<file path="config.mk">
export PLATFORM = sky130hd
export DESIGN_NAME = pairwise_sq_distance_matrix
export DESIGN_NICKNAME = d
export VERILOG_FILES = /design/src/design/psd_pkg.sv /design/src/design/pairwise_sq_distance_matrix.sv /design/src/design/psd_front.sv /design/src/design/psd_back.sv
export SDC_FILE = /design/constraint.sdc
export NUM_CORES = 2
export LEC_CHECK = 0
export BUFFER_PORTS_ARGS = -buffer_cell sky130_fd_sc_hd__buf_2
export CAP_MARGIN = 20
export CORE_MARGIN = 4
export CORE_UTILIZATION = 65
export DETAILED_ROUTE_END_ITERATION = 8
export PLACE_DENSITY_LB_ADDON = 0.15
export SLEW_MARGIN = 20
export SYNTH_ARGS = -nofsm -noshare
export SYNTH_HDL_FRONTEND = slang
export SYNTH_HIERARCHICAL = 1
export SYNTH_SLANG_ARGS = --single-unit
</file>
<file path="constraint.sdc">
create_clock -name clk -period 18.7 [get_ports clk]
set_input_delay 3.74 -clock clk [delete_from_list [all_inputs] [get_ports clk]]
set_output_delay 3.74 -clock clk [all_outputs]
set_load 0.01 [all_outputs]
</file>
<file path="src/design/psd_pkg.sv">
// Package for the pairwise squared distance block: word types, sizes and codes.
// No dependencies; every design file refers to it by scoped names.
`default_nettype none
package psd_pkg;

    localparam int MAX_POINTS = 64;
    localparam int IDX_W      = (MAX_POINTS > 1) ? $clog2(MAX_POINTS) : 1;
    localparam int CNT_W      = $clog2(MAX_POINTS + 1);

    localparam int POS_W   = 16;
    localparam int OIDX_W  = 6;
    localparam int DIST_W  = 41;
    localparam int SIZE_W  = 13;
    localparam int NUM_W   = POS_W + 12;
    localparam int DCNT_W  = $clog2(NUM_W);
    localparam int PROD_W  = 2 * NUM_W;
    localparam int CFG_A_W = 2;

    // Register indexes of the configuration port
    localparam logic [CFG_A_W-1:0] REG_NORMALIZE = 2'd0;
    localparam logic [CFG_A_W-1:0] REG_HEIGHT    = 2'd1;
    localparam logic [CFG_A_W-1:0] REG_WIDTH     = 2'd2;

    typedef struct packed {
        logic [POS_W-1:0] row_pos;
        logic [POS_W-1:0] col_pos;
        logic             last_point;
    } in_word_t;

    typedef struct packed {
        logic [OIDX_W-1:0] row_index;
        logic [OIDX_W-1:0] col_index;
        logic [DIST_W-1:0] distance;
        logic              last_of_run;
    } out_word_t;

    // One stored point handed from the front to the back
    typedef struct packed {
        logic [POS_W-1:0] row;
        logic [POS_W-1:0] col;
        logic [IDX_W-1:0] idx;
    } cmd_t;

endpackage
`default_nettype wire

</file>
<file path="src/design/pairwise_sq_distance_matrix.sv">
// Pairwise squared distance matrix: one point word in, one result word per
// earlier point of the set (lower triangle), earlier index j ascending. Each pair reads
// the point store once and passes the shared squarer twice; with normalizing on,
// the radix-2 dividers set the pace. Each point also takes a queue pop and a
// store write. A 2-word queue lets new points be taken while results are
// worked out.
// Depends on psd_pkg, psd_front and psd_back.
`default_nettype none
module pairwise_sq_distance_matrix (
    input  wire logic                        clk,
    input  wire logic                        rst_n,
    input  wire logic                        cfg_we,
    input  wire logic [psd_pkg::CFG_A_W-1:0] cfg_index,
    input  wire logic [psd_pkg::SIZE_W-1:0]  cfg_data,
    input  wire logic                        in_valid,
    output logic                             in_stall,
    input  wire psd_pkg::in_word_t           in_word,
    output logic                             out_valid,
    input  wire logic                        out_stall,
    output psd_pkg::out_word_t               out_word
);

    logic          q_valid, q_pop;
    psd_pkg::cmd_t q_cmd;

    psd_front u_front (
        .clk      (clk),
        .rst_n    (rst_n),
        .in_valid (in_valid),
        .in_stall (in_stall),
        .in_word  (in_word),
        .q_valid  (q_valid),
        .q_cmd    (q_cmd),
        .q_pop    (q_pop)
    );

    psd_back u_back (
        .clk       (clk),
        .rst_n     (rst_n),
        .cfg_we    (cfg_we),
        .cfg_index (cfg_index),
        .cfg_data  (cfg_data),
        .q_valid   (q_valid),
        .q_cmd     (q_cmd),
        .q_pop     (q_pop),
        .out_valid (out_valid),
        .out_stall (out_stall),
        .out_word  (out_word)
    );

endmodule
`default_nettype wire

</file>
<file path="src/design/psd_front.sv">
// Front end: accepts input words, keeps the point count, queues kept points.
// Depends on psd_pkg.
`default_nettype none
module psd_front (
    input  wire logic              clk,
    input  wire logic              rst_n,
    input  wire logic              in_valid,
    output logic                   in_stall,
    input  wire psd_pkg::in_word_t in_word,
    output logic                   q_valid,
    output psd_pkg::cmd_t          q_cmd,
    input  wire logic              q_pop
);

    logic [psd_pkg::CNT_W-1:0] cnt_reg, cnt_next;
    psd_pkg::cmd_t             slot_reg [2];
    logic                      wr_ptr_reg, rd_ptr_reg;
    logic [1:0]                fill_reg, fill_next;
    logic                      accept, keep, push;

    assign in_stall = (fill_reg == 2'd2);
    assign accept   = in_valid && !in_stall;
    assign keep     = (cnt_reg < psd_pkg::CNT_W'(psd_pkg::MAX_POINTS));
    assign push     = accept && keep;
    assign q_valid  = (fill_reg != 2'd0);
    assign q_cmd    = slot_reg[rd_ptr_reg];

    // Advance the count; a last word closes the set
    always_comb
    begin
        cnt_next = cnt_reg;
        if (accept)
        begin
            if (in_word.last_point)
                cnt_next = '0;
            else if (keep)
                cnt_next = cnt_reg + 1'b1;
        end
    end

    always_comb
    begin
        fill_next = fill_reg;
        if (push && !q_pop)
            fill_next = fill_reg + 2'd1;
        else if (!push && q_pop)
            fill_next = fill_reg - 2'd1;
    end

    always_ff @(posedge clk or negedge rst_n)
    begin
        if (!rst_n)
        begin
            cnt_reg    <= '0;
            fill_reg   <= '0;
            wr_ptr_reg <= 1'b0;
            rd_ptr_reg <= 1'b0;
        end
        else
        begin
            cnt_reg  <= cnt_next;
            fill_reg <= fill_next;
            if (push)
                wr_ptr_reg <= !wr_ptr_reg;
            if (q_pop)
                rd_ptr_reg <= !rd_ptr_reg;
        end
    end

    // Queue payload
    always_ff @(posedge clk)
    begin
        if (push)
        begin
            slot_reg[wr_ptr_reg].row <= in_word.row_pos;
            slot_reg[wr_ptr_reg].col <= in_word.col_pos;
            slot_reg[wr_ptr_reg].idx <= psd_pkg::IDX_W'(cnt_reg);
        end
    end

endmodule
`default_nettype wire

</file>
<file path="src/design/psd_back.sv">
// Back end: point store, row and column dividers, shared squarer, result register, config.
// Depends on psd_pkg.
`default_nettype none
module psd_back (
    input  wire logic                          clk,
    input  wire logic                          rst_n,
    input  wire logic                          cfg_we,
    input  wire logic [psd_pkg::CFG_A_W-1:0]   cfg_index,
    input  wire logic [psd_pkg::SIZE_W-1:0]    cfg_data,
    input  wire logic                          q_valid,
    input  wire psd_pkg::cmd_t                 q_cmd,
    output logic                               q_pop,
    output logic                               out_valid,
    input  wire logic                          out_stall,
    output psd_pkg::out_word_t                 out_word
);

    typedef enum logic [7:0] {
        S_IDLE  = 8'b0000_0001,
        S_RD    = 8'b0000_0010,
        S_LD    = 8'b0000_0100,
        S_DIV   = 8'b0000_1000,
        S_SQR   = 8'b0001_0000,
        S_SQC   = 8'b0010_0000,
        S_PUT   = 8'b0100_0000,
        S_STORE = 8'b1000_0000
    } state_t;

    localparam int W = 2 * psd_pkg::POS_W;

    state_t                        state_reg, state_next;
    logic                          norm_reg;
    logic [psd_pkg::SIZE_W-1:0]    height_reg, width_reg, div_r, div_c;
    logic [W-1:0]                  mem [psd_pkg::MAX_POINTS];
    logic [W-1:0]                  rd_reg;
    psd_pkg::cmd_t                 cmd_reg;
    logic [psd_pkg::IDX_W-1:0]     j_reg;
    logic [psd_pkg::POS_W-1:0]     dh_reg, dw_reg, dh, dw;
    logic [psd_pkg::NUM_W-1:0]     nr_reg, nc_reg, qr_reg, qc_reg;
    logic [psd_pkg::SIZE_W-1:0]    rr_reg, rc_reg;
    logic [psd_pkg::SIZE_W:0]      tr, tc;
    logic [psd_pkg::DCNT_W-1:0]    dcnt_reg;
    logic [psd_pkg::NUM_W-1:0]     sq_op;
    logic [psd_pkg::PROD_W-1:0]    prod;
    logic [psd_pkg::DIST_W-1:0]    term, acc_reg;
    logic                          out_valid_reg, take, load, last_pair;
    psd_pkg::out_word_t            out_word_reg;

    assign out_valid = out_valid_reg;
    assign out_word  = out_word_reg;
    assign take      = out_valid_reg && !out_stall;
    assign load      = (state_reg == S_PUT) && (!out_valid_reg || !out_stall);
    assign last_pair = (j_reg == cmd_reg.idx - 1'b1);
    assign q_pop     = (state_reg == S_IDLE) && q_valid;

    // Zero frame size acts as one
    assign div_r = (height_reg == '0) ? psd_pkg::SIZE_W'(1) : height_reg;
    assign div_c = (width_reg == '0) ? psd_pkg::SIZE_W'(1) : width_reg;

    // Magnitudes of the differences against the stored point
    assign dh = (cmd_reg.row >= rd_reg[W-1:psd_pkg::POS_W])
              ? cmd_reg.row - rd_reg[W-1:psd_pkg::POS_W]
              : rd_reg[W-1:psd_pkg::POS_W] - cmd_reg.row;
    assign dw = (cmd_reg.col >= rd_reg[psd_pkg::POS_W-1:0])
              ? cmd_reg.col - rd_reg[psd_pkg::POS_W-1:0]
              : rd_reg[psd_pkg::POS_W-1:0] - cmd_reg.col;

    // Restoring divider trial subtraction, one quotient bit a cycle
    assign tr = {rr_reg, nr_reg[psd_pkg::NUM_W-1]};
    assign tc = {rc_reg, nc_reg[psd_pkg::NUM_W-1]};

    // Shared squarer: row term, then column term
    always_comb
    begin
        if (state_reg == S_SQR)
            sq_op = norm_reg ? qr_reg : psd_pkg::NUM_W'(dh_reg);
        else
            sq_op = norm_reg ? qc_reg : psd_pkg::NUM_W'(dw_reg);
        prod = sq_op * sq_op;
        term = norm_reg ? psd_pkg::DIST_W'(prod >> 16) : psd_pkg::DIST_W'(prod << 8);
    end

    always_comb
    begin
        state_next = state_reg;
        unique case (state_reg)
            S_IDLE:  if (q_valid)
                         state_next = (q_cmd.idx == '0) ? S_STORE : S_RD;
            S_RD:    state_next = S_LD;
            S_LD:    state_next = norm_reg ? S_DIV : S_SQR;
            S_DIV:   if (dcnt_reg == psd_pkg::DCNT_W'(psd_pkg::NUM_W - 1))
                         state_next = S_SQR;
            S_SQR:   state_next = S_SQC;
            S_SQC:   state_next = S_PUT;
            S_PUT:   if (load)
                         state_next = last_pair ? S_STORE : S_RD;
            S_STORE: state_next = S_IDLE;
            default: state_next = S_IDLE;
        endcase
    end

    always_ff @(posedge clk or negedge rst_n)
    begin
        if (!rst_n)
        begin
            state_reg     <= S_IDLE;
            out_valid_reg <= 1'b0;
            norm_reg      <= 1'b0;
            height_reg    <= psd_pkg::SIZE_W'(1);
            width_reg     <= psd_pkg::SIZE_W'(1);
        end
        else
        begin
            state_reg <= state_next;
            if (load)
                out_valid_reg <= 1'b1;
            else if (take)
                out_valid_reg <= 1'b0;
            if (cfg_we)
            begin
                if (cfg_index == psd_pkg::REG_NORMALIZE)
                    norm_reg <= cfg_data[0];
                else if (cfg_index == psd_pkg::REG_HEIGHT)
                    height_reg <= cfg_data;
                else if (cfg_index == psd_pkg::REG_WIDTH)
                    width_reg <= cfg_data;
            end
        end
    end

    // Point store: write at the end of an item, registered read per pair
    always_ff @(posedge clk)
    begin
        if (state_reg == S_STORE)
            mem[cmd_reg.idx] <= {cmd_reg.row, cmd_reg.col};
        if (state_reg == S_RD)
            rd_reg <= mem[j_reg];
    end

    // Datapath registers
    always_ff @(posedge clk)
    begin
        if (q_pop)
        begin
            cmd_reg <= q_cmd;
            j_reg   <= '0;
        end
        if (state_reg == S_LD)
        begin
            dh_reg   <= dh;
            dw_reg   <= dw;
            nr_reg   <= {dh, 12'b0};
            nc_reg   <= {dw, 12'b0};
            rr_reg   <= '0;
            rc_reg   <= '0;
            qr_reg   <= '0;
            qc_reg   <= '0;
            dcnt_reg <= '0;
        end
        if (state_reg == S_DIV)
        begin
            nr_reg   <= nr_reg << 1;
            nc_reg   <= nc_reg << 1;
            dcnt_reg <= dcnt_reg + 1'b1;
            if (tr >= {1'b0, div_r})
            begin
                rr_reg <= psd_pkg::SIZE_W'(tr - {1'b0, div_r});
                qr_reg <= {qr_reg[psd_pkg::NUM_W-2:0], 1'b1};
            end
            else
            begin
                rr_reg <= tr[psd_pkg::SIZE_W-1:0];
                qr_reg <= {qr_reg[psd_pkg::NUM_W-2:0], 1'b0};
            end
            if (tc >= {1'b0, div_c})
            begin
                rc_reg <= psd_pkg::SIZE_W'(tc - {1'b0, div_c});
                qc_reg <= {qc_reg[psd_pkg::NUM_W-2:0], 1'b1};
            end
            else
            begin
                rc_reg <= tc[psd_pkg::SIZE_W-1:0];
                qc_reg <= {qc_reg[psd_pkg::NUM_W-2:0], 1'b0};
            end
        end
        if (state_reg == S_SQR)
            acc_reg <= term;
        if (state_reg == S_SQC)
            acc_reg <= acc_reg + term;
        if (load)
        begin
            out_word_reg.row_index   <= psd_pkg::OIDX_W'(cmd_reg.idx);
            out_word_reg.col_index   <= psd_pkg::OIDX_W'(j_reg);
            out_word_reg.distance    <= acc_reg;
            out_word_reg.last_of_run <= last_pair;
            j_reg                    <= j_reg + 1'b1;
        end
    end

endmodule
`default_nettype wire

</file>
==> impl_metrics.ini <==
[floorplanning]
die_x_um = 445
dieArea_sq_um = 198000
die_y_um = 445
start_util_pct = 65.7
coreArea_sq_um = 189000
floorplan.rows = 159
io_pins = 109

[worst_setup_path]
cp-end-kind = flop
worstPathRequired_ps = 19330
critical_path_class = reg2reg
critPathMaxFanout = 45
cp_slowest_stage_delay_ps = 920
start_kind = flop
cp_slowest_cell = nand2b_1
cp_common_cell = inv_1
cp.arrival_ps = 13550

[grt]
grt_usage_pct = 35.6
grt_max_degree = 157
grt_pass1_vias = 72500
grt_pass1_wl_um = 504000
grt_overflow_total = 0
antenna_found_initial = 25

[synthesis]
synthMuxAreaShare_pct = 13.7
synth_edf_count = 2446
ys_types = 91
synth_common_cells = edfxtp_1 (2,446), inv_1 (971), mux4_2 (672)
ys_seq_area_share_pct = 60.3
synth_most_common_cell = edfxtp_1
synthArstFlopShare_pct = 1.89
synth-xor-area-share_pct = 1.07
synthesis.area_sq_um = 124000
yosys_most_used_dff = edfxtp_1
synth_warnings = 6
synth_fa_ha_area_share_pct = 13.3
synth-compound-area-share_pct = 3.18
synth_top_area_share_pct = 59.3
yosys.area.top_type = edfxtp_1
ys_seq_elements = 2493
netlist_top_cells_area = edfxtp_1 (59%), mux4_2 (12%), fa_1 (9.9%)
syn_nets = 8586
synth_simple_gate_area_share_pct = 4.48
syn_avg_cell_area_sq_um = 16.3
synthCells = 7580
synth_top_family_by_area = multiplexers

[drt]
detail-route-antenna-nets = 0
drtPass1Iterations = 6
routed_via_density = 6.67
drt_iter0_markers = 8959
wire_per_inst_um = 32.8
drc = 0
wirelength_um = 344000
vias = 69900

[place]
port_buffers = 108
globalplace.congestion = 0.946
dpl.hpwl_um = 200000

[timing]
layout_min_cycle_time_ps = 12920
tightest_slew_ps = 1230
hold_viol_final = 0
slew_headroom_pct = 18.0
clock_skew_ps = 93.1
drv_slew = 0
rsz0062_at_grt = no
finalSetupTns_ps = 0
finalCritPeriodShare_pct = 69.1
setup_viol = 0
clock.fmax_ghz = 0.0774

[clock_network]
numCtsBuffers = 231
hold_buffers = 0
path_clk_slew_ps = 60
clk_latency_ps = 900
clock_sinks = 2493
cts_tree = done
postCtsSetupRepairBufs = 0
cts.repair.resized = 0
cts_root_buf = clkbuf_16
h-tree-depth = 4
cts_buffer_depth = 3

[outcome]
status = finished, final reports clean

[run]
drv_cap = 0

[finish]
area_growth_pct = 9.88
drive_above_1_share_pct = 19.3
final_nets = 8781
largest_reg_flops = 2048
fillers = 11200

[hold_path]
min_path_type = reg2reg
## through the flow
step | cell area, sq um | setup WS, ps | hold slack (ps) | util (%) | std cells
after global routing | 136000 | 5110 | 487 | 72.1 | 10500
after floorplan | 124000 | 8220 | 424 | - | 7580
after CTS | 136000 | 6050 | 470 | 72.1 | 10500
final | 136000 | 5780 | 467 | 72.2 | 10500
after detailed placement | 128000 | 6070 | 449 | 68.0 | 10000
after global placement | 128000 | 6250 | 447 | 68.0 | 10000
## critical path, delay by kind of cell (launching register included)
| kind | cells | cell delay, ps |
|---|---|---|
| mux | 1 | 280 |
| simple gates | 9 | 2700 |
| buf+inv | 9 | 1920 |
| fa+ha+maj | 9 | 4400 |
| flops | 1 | 420 |
| compound gates | 8 | 2440 |
| xor+xnor | 3 | 460 |
## layout by cell type, fill, tap and decap left out, types with 77 or more instances in the layout
cell type	count
mux4_2	672
a21oi_1	161
buf_2	108
nand2_1	441
and2_1	77
xnor2_1	86
fa_1	610
mux2_2	115
o21ai_0	109
a21o_1	85
inv_1	970
nor2_1	373
clkbuf_16	231
edfxtp_1	2446
buf_4	162
ha_1	343
## per-layer routing
metal | vias to the layer above | GRT usage (%) | share of wire (%)
met5 | - | 0 | 0.030
met4 | 14 | 18.2 | 6.1
met3 | 1029 | 6.43 | 10
met2 | 4530 | 59.5 | 51
met1 | 36100 | 45.5 | 33
li1 | 28300 | - | -
## logic make-up after synthesis
logic type / count (synthesis)
adders and majority gates: 953
xor gates and xnor gates: 152
and+or+nand+nor: 1246
buffers and inverters: 1294
muxes: 845
AOI/OAI and AO/OA: 597
DFF: 2493
## area by class of cell
class                           instances  area (sq um)  area share, %
Tap cell                             2495          3120           2.29
Clock buffer                          271          5980           4.39
Inverter                              979          3670           2.70
Antenna cell                           17          42.5         0.0313
Timing Repair Buffer                  277          1890           1.39
Sequential cell                      2493         74600           54.8
Clock inverter                        160          1880           1.38
Multi-Input combinational cell       3793         44900           33.0
## path summary, 6_finish.rpt
check | start | depth (start not counted) | slack, ps | to
worst max-delay path | u_back/state_reg[3] | 39 | 5780 | u_back/acc_reg[40]
worst min-delay path | u_back/acc_reg[38] | 0 | 470 | u_back/out_word[39]
worst max register to register | u_back/state_reg[3] | 39 | 5780 | u_back/acc_reg[40]
worst min register to register | u_back/acc_reg[38] | 0 | 470 | u_back/out_word[39]
max in group asynchronous | rst_n | 2 | 15260 | u_back/norm_reg
min in group asynchronous | rst_n | 2 | 2950 | u_back/height_reg[1]
Power is not shown: default switching activity piles up to over one toggle a cycle in this logic, so the estimate is an artifact.
